`src/sv/fmpr_pkg.sv`:
```
package fmpr_pkg;

  localparam int unsigned WINDOW_DEPTH = 8;
  localparam int unsigned RING_AW      = $clog2(WINDOW_DEPTH);

  localparam int unsigned WORD_W    = 32;
  localparam int unsigned PPL_W     = 24;
  localparam int unsigned MINP_W    = 20;
  localparam int unsigned MINR_W    = 16;
  localparam int unsigned CFG_W     = 24;
  localparam int unsigned VSCALE_W  = 18;
  localparam int unsigned FSCALE_W  = 28;
  localparam int unsigned NUM_W     = 64;
  localparam int unsigned DEN_W     = PPL_W + WORD_W;
  localparam int unsigned QUO_W     = 32;
  localparam int unsigned DIV_STEPS = QUO_W;
  localparam int unsigned CNT_W     = $clog2(DIV_STEPS);

  localparam logic [VSCALE_W-1:0] VOL_SCALE  = VSCALE_W'(256000);
  localparam logic [FSCALE_W-1:0] FLOW_SCALE = FSCALE_W'(256000000);

  localparam logic [PPL_W-1:0]  PPL_RESET  = PPL_W'(256);
  localparam logic [MINP_W-1:0] MINP_RESET = MINP_W'(10000);
  localparam logic [MINR_W-1:0] MINR_RESET = MINR_W'(100);

  localparam logic [1:0] FUNC_EDGE  = 2'd0;
  localparam logic [1:0] FUNC_READ  = 2'd1;
  localparam logic [1:0] FUNC_CLEAR = 2'd2;

  localparam logic [1:0] CFG_PPL  = 2'd0;
  localparam logic [1:0] CFG_MINP = 2'd1;
  localparam logic [1:0] CFG_MINR = 2'd2;

  typedef enum logic [3:0] {
    ST_IDLE,
    ST_VMUL,
    ST_VDIV,
    ST_VWAIT,
    ST_DIFF,
    ST_FMUL,
    ST_FDIV,
    ST_FWAIT,
    ST_DONE
  } fsm_e;

  typedef enum logic {
    DIV_IDLE,
    DIV_RUN
  } div_state_e;

  typedef struct packed {
    logic [WORD_W-1:0] count;
    logic [WORD_W-1:0] stamp;
  } ring_entry_t;

  typedef struct packed {
    logic               we;
    logic [RING_AW-1:0] waddr;
    ring_entry_t        wdata;
    logic               re;
    logic [RING_AW-1:0] raddr;
  } ring_req_t;

  typedef struct packed {
    logic             start;
    logic [NUM_W-1:0] num;
    logic [DEN_W-1:0] den;
  } div_req_t;

  typedef struct packed {
    logic             done;
    logic [QUO_W-1:0] quo;
  } div_rsp_t;

endpackage

```
`src/sv/flow_meter_pulse_rate.sv`:
```
// channel   | dir | tdata                          | tuser
// s_axis    | in  | time_stamp[31:0]               | func[1:0]
// m_axis    | out | volume_ml, flow_ml_per_s,      | volume_only, rate_undefined
//           |     | pulse_total, ignored_total     |
// cfg       | in  | cfg_wdata_i to register cfg_idx_i when cfg_we_i is high
//
// One word at a time. An edge or unused code passes through ST_DONE to the output register;
// a read runs the 32-step radix-2 divider once for the volume and, for a full read with a
// nonzero window, once more for the flow.
// Reset clears all counters, held values and the ring valid bits at once.
// s_axis_tready is low while a word is in work; a finished result waits in the output
// register and the next word is taken meanwhile.
module flow_meter_pulse_rate (
  input  logic         clk_i,
  input  logic         rst_ni,
  input  logic         s_axis_tvalid,
  output logic         s_axis_tready,
  input  logic [31:0]  s_axis_tdata,   // time_stamp[31:0]
  input  logic [1:0]   s_axis_tuser,   // func[1:0]
  output logic         m_axis_tvalid,
  input  logic         m_axis_tready,
  output logic [127:0] m_axis_tdata,   // volume_ml, flow_ml_per_s, pulse_total, ignored_total
  output logic [1:0]   m_axis_tuser,   // volume_only, rate_undefined
  input  logic         cfg_we_i,
  input  logic [1:0]   cfg_idx_i,
  input  logic [23:0]  cfg_wdata_i
);

  localparam int unsigned W = fmpr_pkg::WORD_W;

  fmpr_pkg::fsm_e                    state_q, state_d;
  logic [fmpr_pkg::PPL_W-1:0]        ppl_q;
  logic [fmpr_pkg::MINP_W-1:0]       minp_q;
  logic [fmpr_pkg::MINR_W-1:0]       minr_q;
  logic [W-1:0]                      now_q, now_d;
  logic [W-1:0]                      acc_q, acc_d;
  logic [W-1:0]                      rej_q, rej_d;
  logic [W-1:0]                      ledge_q, ledge_d;
  logic [W-1:0]                      lread_q, lread_d;
  logic [fmpr_pkg::RING_AW-1:0]      slot_q, slot_d;
  logic [fmpr_pkg::RING_AW-1:0]      old_addr;
  logic [W-1:0]                      hvol_q, hvol_d;
  logic [W-1:0]                      hflow_q, hflow_d;
  logic                              vonly_q, vonly_d;
  logic                              undef_q, undef_d;
  logic [W-1:0]                      dcnt_q, dcnt_d;
  logic [W-1:0]                      dms_q, dms_d;
  logic [fmpr_pkg::NUM_W-1:0]        num_q, num_d;
  logic [fmpr_pkg::DEN_W-1:0]        den_q, den_d;
  logic                              mvalid_q, mvalid_d;
  logic [127:0]                      mdata_q, mdata_d;
  logic [1:0]                        muser_q, muser_d;
  logic [W+fmpr_pkg::VSCALE_W-1:0]   vprod;
  logic [W+fmpr_pkg::FSCALE_W-1:0]   fprod;
  logic [fmpr_pkg::DEN_W-1:0]        dprod;
  logic [W-1:0]                      dms_new;
  logic                              accept;
  fmpr_pkg::ring_req_t               ring_req;
  fmpr_pkg::ring_entry_t             ring_rd;
  fmpr_pkg::div_req_t                div_req;
  fmpr_pkg::div_rsp_t                div_rsp;

  fmpr_ring u_ring (
    .clk_i  (clk_i),
    .rst_ni (rst_ni),
    .req_i  (ring_req),
    .rd_o   (ring_rd)
  );

  fmpr_div u_div (
    .clk_i  (clk_i),
    .rst_ni (rst_ni),
    .req_i  (div_req),
    .rsp_o  (div_rsp)
  );

  assign s_axis_tready = (state_q == fmpr_pkg::ST_IDLE);
  assign accept        = s_axis_tvalid && s_axis_tready;
  assign old_addr      = (slot_q == fmpr_pkg::RING_AW'(fmpr_pkg::WINDOW_DEPTH - 1)) ?
                         '0 : slot_q + fmpr_pkg::RING_AW'(1);
  assign vprod         = acc_q * fmpr_pkg::VOL_SCALE;
  assign fprod         = dcnt_q * fmpr_pkg::FLOW_SCALE;
  assign dprod         = ppl_q * dms_q;
  assign dms_new       = now_q - ring_rd.stamp;

  always_comb begin
    state_d  = state_q;
    now_d    = now_q;
    acc_d    = acc_q;
    rej_d    = rej_q;
    ledge_d  = ledge_q;
    lread_d  = lread_q;
    slot_d   = slot_q;
    hvol_d   = hvol_q;
    hflow_d  = hflow_q;
    vonly_d  = vonly_q;
    undef_d  = undef_q;
    dcnt_d   = dcnt_q;
    dms_d    = dms_q;
    num_d    = num_q;
    den_d    = den_q;
    mvalid_d = mvalid_q && !m_axis_tready;
    mdata_d  = mdata_q;
    muser_d  = muser_q;
    ring_req = '0;
    div_req  = '0;
    unique case (state_q)
      fmpr_pkg::ST_IDLE: begin
        if (accept) begin
          now_d   = s_axis_tdata;
          vonly_d = 1'b0;
          undef_d = 1'b0;
          state_d = fmpr_pkg::ST_DONE;
          case (s_axis_tuser)
            fmpr_pkg::FUNC_EDGE: begin
              if ((s_axis_tdata - ledge_q) > W'(minp_q)) begin
                acc_d = acc_q + W'(1);
              end else begin
                rej_d = rej_q + W'(1);
              end
              ledge_d = s_axis_tdata;
            end
            fmpr_pkg::FUNC_READ: begin
              state_d = fmpr_pkg::ST_VMUL;
            end
            fmpr_pkg::FUNC_CLEAR: begin
              acc_d   = '0;
              state_d = fmpr_pkg::ST_VMUL;
            end
            default: state_d = fmpr_pkg::ST_DONE;
          endcase
        end
      end
      fmpr_pkg::ST_VMUL: begin
        num_d   = fmpr_pkg::NUM_W'(vprod);
        den_d   = fmpr_pkg::DEN_W'(ppl_q);
        state_d = fmpr_pkg::ST_VDIV;
      end
      fmpr_pkg::ST_VDIV: begin
        div_req = '{start: 1'b1, num: num_q, den: den_q};
        state_d = fmpr_pkg::ST_VWAIT;
      end
      fmpr_pkg::ST_VWAIT: begin
        if (div_rsp.done) begin
          hvol_d = div_rsp.quo;
          if ((now_q - lread_q) < W'(minr_q)) begin
            vonly_d = 1'b1;
            state_d = fmpr_pkg::ST_DONE;
          end else begin
            ring_req = '{we: 1'b1, waddr: slot_q, wdata: '{count: acc_q, stamp: now_q},
                         re: 1'b1, raddr: old_addr};
            state_d  = fmpr_pkg::ST_DIFF;
          end
        end
      end
      fmpr_pkg::ST_DIFF: begin
        dcnt_d  = acc_q - ring_rd.count;
        dms_d   = dms_new;
        slot_d  = old_addr;
        lread_d = now_q;
        if (dms_new == '0) begin
          hflow_d = '0;
          undef_d = 1'b1;
          state_d = fmpr_pkg::ST_DONE;
        end else begin
          state_d = fmpr_pkg::ST_FMUL;
        end
      end
      fmpr_pkg::ST_FMUL: begin
        num_d   = fmpr_pkg::NUM_W'(fprod);
        den_d   = dprod;
        state_d = fmpr_pkg::ST_FDIV;
      end
      fmpr_pkg::ST_FDIV: begin
        div_req = '{start: 1'b1, num: num_q, den: den_q};
        state_d = fmpr_pkg::ST_FWAIT;
      end
      fmpr_pkg::ST_FWAIT: begin
        if (div_rsp.done) begin
          hflow_d = div_rsp.quo;
          state_d = fmpr_pkg::ST_DONE;
        end
      end
      fmpr_pkg::ST_DONE: begin
        if (!mvalid_q || m_axis_tready) begin
          mvalid_d = 1'b1;
          mdata_d  = {rej_q, acc_q, hflow_q, hvol_q};
          muser_d  = {undef_q, vonly_q};
          state_d  = fmpr_pkg::ST_IDLE;
        end
      end
      default: state_d = fmpr_pkg::ST_IDLE;
    endcase
  end

  always_ff @(posedge clk_i or negedge rst_ni) begin
    if (!rst_ni) begin
      state_q  <= fmpr_pkg::ST_IDLE;
      ppl_q    <= fmpr_pkg::PPL_RESET;
      minp_q   <= fmpr_pkg::MINP_RESET;
      minr_q   <= fmpr_pkg::MINR_RESET;
      acc_q    <= '0;
      rej_q    <= '0;
      ledge_q  <= '0;
      lread_q  <= '0;
      slot_q   <= '0;
      hvol_q   <= '0;
      hflow_q  <= '0;
      vonly_q  <= 1'b0;
      undef_q  <= 1'b0;
      mvalid_q <= 1'b0;
    end else begin
      state_q  <= state_d;
      acc_q    <= acc_d;
      rej_q    <= rej_d;
      ledge_q  <= ledge_d;
      lread_q  <= lread_d;
      slot_q   <= slot_d;
      hvol_q   <= hvol_d;
      hflow_q  <= hflow_d;
      vonly_q  <= vonly_d;
      undef_q  <= undef_d;
      mvalid_q <= mvalid_d;
      if (cfg_we_i) begin
        unique case (cfg_idx_i)
          fmpr_pkg::CFG_PPL:  ppl_q  <= cfg_wdata_i[fmpr_pkg::PPL_W-1:0];
          fmpr_pkg::CFG_MINP: minp_q <= cfg_wdata_i[fmpr_pkg::MINP_W-1:0];
          fmpr_pkg::CFG_MINR: minr_q <= cfg_wdata_i[fmpr_pkg::MINR_W-1:0];
          default: ;
        endcase
      end
    end
  end

  always_ff @(posedge clk_i) begin
    now_q   <= now_d;
    dcnt_q  <= dcnt_d;
    dms_q   <= dms_d;
    num_q   <= num_d;
    den_q   <= den_d;
    mdata_q <= mdata_d;
    muser_q <= muser_d;
  end

  assign m_axis_tvalid = mvalid_q;
  assign m_axis_tdata  = mdata_q;
  assign m_axis_tuser  = muser_q;

endmodule

```
`src/sv/fmpr_ring.sv`:
```
module fmpr_ring (
  input  logic                  clk_i,
  input  logic                  rst_ni,
  input  fmpr_pkg::ring_req_t   req_i,
  output fmpr_pkg::ring_entry_t rd_o
);

  fmpr_pkg::ring_entry_t                    mem [fmpr_pkg::WINDOW_DEPTH];
  logic [fmpr_pkg::WINDOW_DEPTH-1:0]        valid_q;
  fmpr_pkg::ring_entry_t                    rd_q;
  logic                                     rd_vld_q;

  always_ff @(posedge clk_i) begin
    if (req_i.we) begin
      mem[req_i.waddr] <= req_i.wdata;
    end
    if (req_i.re) begin
      rd_q <= mem[req_i.raddr];
    end
  end

  always_ff @(posedge clk_i or negedge rst_ni) begin
    if (!rst_ni) begin
      valid_q  <= '0;
      rd_vld_q <= 1'b0;
    end else begin
      if (req_i.we) begin
        valid_q[req_i.waddr] <= 1'b1;
      end
      if (req_i.re) begin
        rd_vld_q <= valid_q[req_i.raddr];
      end
    end
  end

  assign rd_o = rd_vld_q ? rd_q : '0;

endmodule

```
`src/sv/fmpr_div.sv`:
```
module fmpr_div (
  input  logic               clk_i,
  input  logic               rst_ni,
  input  fmpr_pkg::div_req_t req_i,
  output fmpr_pkg::div_rsp_t rsp_o
);

  fmpr_pkg::div_state_e                state_q, state_d;
  logic [fmpr_pkg::DEN_W:0]            rem_q, rem_d;
  logic [fmpr_pkg::DEN_W-1:0]          den_q, den_d;
  logic [fmpr_pkg::QUO_W-1:0]          sh_q, sh_d;
  logic [fmpr_pkg::QUO_W-1:0]          quo_q, quo_d;
  logic [fmpr_pkg::CNT_W-1:0]          cnt_q, cnt_d;
  logic                                done_q, done_d;
  logic [fmpr_pkg::DEN_W:0]            trial;
  logic                                fits;
  logic [fmpr_pkg::DEN_W-1:0]          num_hi;

  assign trial  = {rem_q[fmpr_pkg::DEN_W-1:0], sh_q[fmpr_pkg::QUO_W-1]};
  assign fits   = trial >= {1'b0, den_q};
  assign num_hi = fmpr_pkg::DEN_W'(req_i.num[fmpr_pkg::NUM_W-1:fmpr_pkg::QUO_W]);

  always_comb begin
    state_d = state_q;
    rem_d   = rem_q;
    den_d   = den_q;
    sh_d    = sh_q;
    quo_d   = quo_q;
    cnt_d   = cnt_q;
    done_d  = 1'b0;
    unique case (state_q)
      fmpr_pkg::DIV_IDLE: begin
        if (req_i.start) begin
          den_d = req_i.den;
          if (req_i.den == '0 || num_hi >= req_i.den) begin
            quo_d  = '1;
            done_d = 1'b1;
          end else begin
            rem_d   = {1'b0, num_hi};
            sh_d    = req_i.num[fmpr_pkg::QUO_W-1:0];
            cnt_d   = '0;
            state_d = fmpr_pkg::DIV_RUN;
          end
        end
      end
      fmpr_pkg::DIV_RUN: begin
        rem_d = fits ? trial - {1'b0, den_q} : trial;
        sh_d  = {sh_q[fmpr_pkg::QUO_W-2:0], fits};
        cnt_d = cnt_q + fmpr_pkg::CNT_W'(1);
        if (cnt_q == fmpr_pkg::CNT_W'(fmpr_pkg::DIV_STEPS - 1)) begin
          quo_d   = {sh_q[fmpr_pkg::QUO_W-2:0], fits};
          done_d  = 1'b1;
          state_d = fmpr_pkg::DIV_IDLE;
        end
      end
      default: state_d = fmpr_pkg::DIV_IDLE;
    endcase
  end

  always_ff @(posedge clk_i or negedge rst_ni) begin
    if (!rst_ni) begin
      state_q <= fmpr_pkg::DIV_IDLE;
      done_q  <= 1'b0;
      cnt_q   <= '0;
    end else begin
      state_q <= state_d;
      done_q  <= done_d;
      cnt_q   <= cnt_d;
    end
  end

  always_ff @(posedge clk_i) begin
    rem_q <= rem_d;
    den_q <= den_d;
    sh_q  <= sh_d;
    quo_q <= quo_d;
  end

  assign rsp_o = '{done: done_q, quo: quo_q};

endmodule

```
`config.mk`:
```
export PLATFORM = sky130hd
export DESIGN_NAME = flow_meter_pulse_rate
export DESIGN_NICKNAME = d
export VERILOG_FILES = /design/src/sv/fmpr_pkg.sv /design/src/sv/flow_meter_pulse_rate.sv /design/src/sv/fmpr_ring.sv /design/src/sv/fmpr_div.sv
export SDC_FILE = /design/constraint.sdc
export NUM_CORES = 2
export LEC_CHECK = 0
export BUFFER_PORTS_ARGS = -buffer_cell sky130_fd_sc_hd__buf_2
export CORE_UTILIZATION = 61
export CTS_CLUSTER_SIZE = 30
export DETAILED_ROUTE_END_ITERATION = 6
export GPL_ROUTABILITY_DRIVEN = 0
export GPL_TIMING_DRIVEN = 0
export PLACE_DENSITY = 0.78
export SYNTH_ARGS = -nofsm -noshare
export SYNTH_HDL_FRONTEND = slang
export SYNTH_SLANG_ARGS = --single-unit
export TNS_END_PERCENT = 50
```
`constraint.sdc`:
```
create_clock -name clk_i -period 14.7 [get_ports clk_i]
set_input_delay 1.47 -clock clk_i [delete_from_list [all_inputs] [get_ports clk_i]]
set_output_delay 1.47 -clock clk_i [all_outputs]
set_load 0.005 [all_outputs]
```
==> out/metrics.csv <==
metric,value,unit
worstHoldEndpoint,m_axis_tdata[43],
synth.distinct_cells,93,
drt_iter0_markers,8316,
synth_edf_count,1083,
grt.total_usage,0.342,
cts-root-buf,clkbuf_16,
drt_wl_total,278000,µm
postSynthCellCount,9053,
hp-class,reg -> reg,
grt_pass1_wl,424000,µm
arrival,9980,ps
outcome,"finished, violations left",
holdCritStartpoint,hflow_q[11],
rsz0062_at_grt,no,
cts_tree,yes,
r2r_setup_slack,5270,ps
clockBufferDepth,3,
reg2reg_to,den_q[54],
reg2reg_depth,26,
postCtsSetupRepairBufs,0,
cts_sinks,1361,
cp-end-kind,flop,
slew-limit-headroom,0.00546,
clk_pin_slew,60,ps
crit_path_max_incr_delay,880,ps
syn_area,0.0996,mm²
grt_antenna_before_repair,18,
async_flop_share,0.204,
slew_violations,0,
cp_max_fo,10,
fmax,106,MHz
regToRegStartpoint,ppl_q[17],
setup_viol_count_final,0,
coreArea,0.161,mm²
syn2layout_area_growth,9.35,%
ys.flop_type,edfxtp_1,
layout-drive-gt1-share,0.0764,
final_core_util,0.675,
crit_required,15240,ps
hold_depth,0,
final.fill_count,11700,
crit_slowest_cell,clkbuf_1,
clk_latency,810,ps
route.vias.total,72300,
crit_family,adder cells,
critical_path_class,reg -> reg,
initial_utilization,0.617,
cp.buffers_inverters,6,
post_drt_wl_per_cell,23.7,µm
finalCritPeriodShare,0.642,
cp-start-kind,flop,
grt_pass1_vias,73200,
cts_hold_buffers,0,
synth_nets,10700,
holdWs,446,ps
yosysSeqAreaShare,0.397,
rows,147,
multiInputGateArea,0.0539,mm²
max-cap-violations,1,
synth_warnings,0,
cts_resized,0,
regArea,0.0395,mm²
port_buffers,196,
finalHoldViolations,0,
tns,0,ps
worstMarginPinSlew,1490,ps
yosys_register_bits,1361,
die-area,0.165,mm²
dieWidth,406,µm
nets,11100,
fin_worst_skew,33.1,ps
io-pin-count,197,
syn_avg_cell_area,11.0,µm²
gr-total-overflow,0,
failed_checks,"design-rule violations, max-capacitance violations",
drc_errors,14,
cts_buffers,143,
ctsHtreeMaxLevel,4,
die_h,406,µm
grt_max_degree,101,
hpwl,210000,µm
dr.pass1.iters,7,
viasPerCell,6.17,
crit_top_cell,fa_1,
period_needed,9430,ps
antenna_left,0,
[final cells by class]
cell class	count	share of cell area
Multi-Input combinational cell	6026	0.495
Clock buffer	182	0.0360
Sequential cell	1361	0.363
Timing Repair Buffer	229	0.0151
Inverter	1287	0.0444
Clock inverter	80	0.00819
Buffer	379	0.0135
Tap cell	2160	0.0248
Antenna cell	16	0.000368
[cell families after synthesis]
| group | Yosys count | share of synthesized area |
|---|---|---|
| AND/OR/NAND/NOR | 2460 | 0.119 |
| buffers and inverters | 1666 | 0.0633 |
| adder cells (fa/ha/maj) | 1586 | 0.268 |
| AO/OA/AOI/OAI | 1400 | 0.0886 |
| flip-flops | 1361 | 0.397 |
| multiplexers | 298 | 0.0398 |
| XOR/XNOR | 282 | 0.0248 |
[per-layer routing]
layer  track usage  wire length [µm]
met5             0                40
met4         0.186             17400
met3        0.0899             31300
met2         0.529            124000
met1         0.443            105000
[worst max-delay path by stage]
stage              start           endpoint  slack (ps)  cells after the start
3_3_place_gp    now_q[0]  u_ring.mem[2][39]       -2940                     24
2_1_floorplan   now_q[0]   u_ring.mem[2][0]        3860                     24
5_1_grt        ppl_q[17]          den_q[55]        4870                     28
3_5_place_dp   ppl_q[17]          den_q[53]        5640                     28
6_report       ppl_q[17]          den_q[54]        5270                     26
4_1_cts        ppl_q[17]          den_q[53]        5630                     28
[synthesized netlist by cell type (all sizes together) (88+ instances only)]
master / count / area share
fa: 916 / 0.18
o21ai: 397 / 0.020
ha: 670 / 0.084
edfxtp: 1083 / 0.33
and2: 434 / 0.027
nand3: 88 / 0.0045
mux2: 124 / 0.014
nand2: 1093 / 0.041
xor2: 135 / 0.012
xnor2: 147 / 0.013
and3: 171 / 0.011
clkbuf: 344 / 0.013
mux2i: 108 / 0.011
a21o: 177 / 0.013
a21oi: 288 / 0.015
nor2: 295 / 0.011
a31oi: 105 / 0.0066
inv: 1287 / 0.049
nand2b: 92 / 0.0058
dfrtp: 269 / 0.068
[registers in the layout (all words and copies together), names as in the netlist, 49 cells and up]
| signal | flops |
|---|---|
| num_q | 49 |
| den_q | 56 |
| u_div.den_q | 56 |
| m_axis_tdata | 128 |
| u_ring.mem | 512 |
| u_div.rem_q | 56 |
| u_ring.rd_q | 64 |
[layout by cell type, fill, tap and decap left out, drive strengths merged, types with 124 or more instances in the layout]
cell type,count
a21o,177
a21oi,288
and2,434
and3,171
buf,264
clkbuf,526
dfrtp,269
edfxtp,1083
fa,916
ha,670
inv,1295
mux2,124
nand2,1093
nor2,295
o21ai,397
xnor2,147
xor2,135
[worst register-to-register path: cells and delay by family, from the launching register on]
kind / cells / cell delay, ps
buffers and inverters: 6 / 2200
AOI/OAI and AO/OA: 4 / 1040
DFF: 1 / 320
xor gates and xnor gates: 1 / 230
adders and majority gates: 8 / 3900
and+or+nand+nor: 7 / 1480
[metrics by stage]
stage               instance area [µm²]  std cells  setup slack [ps]
floorplan                         99600       9053              3860
global placement                 103000      11400             -2940
detailed placement               104000      11400              5640
CTS                              109000      11700              5630
global route                     109000      11700              4870
finish                           109000      11700              5270
Power is not shown: default switching activity piles up to over one toggle a cycle in this logic, so the estimate is an artifact.
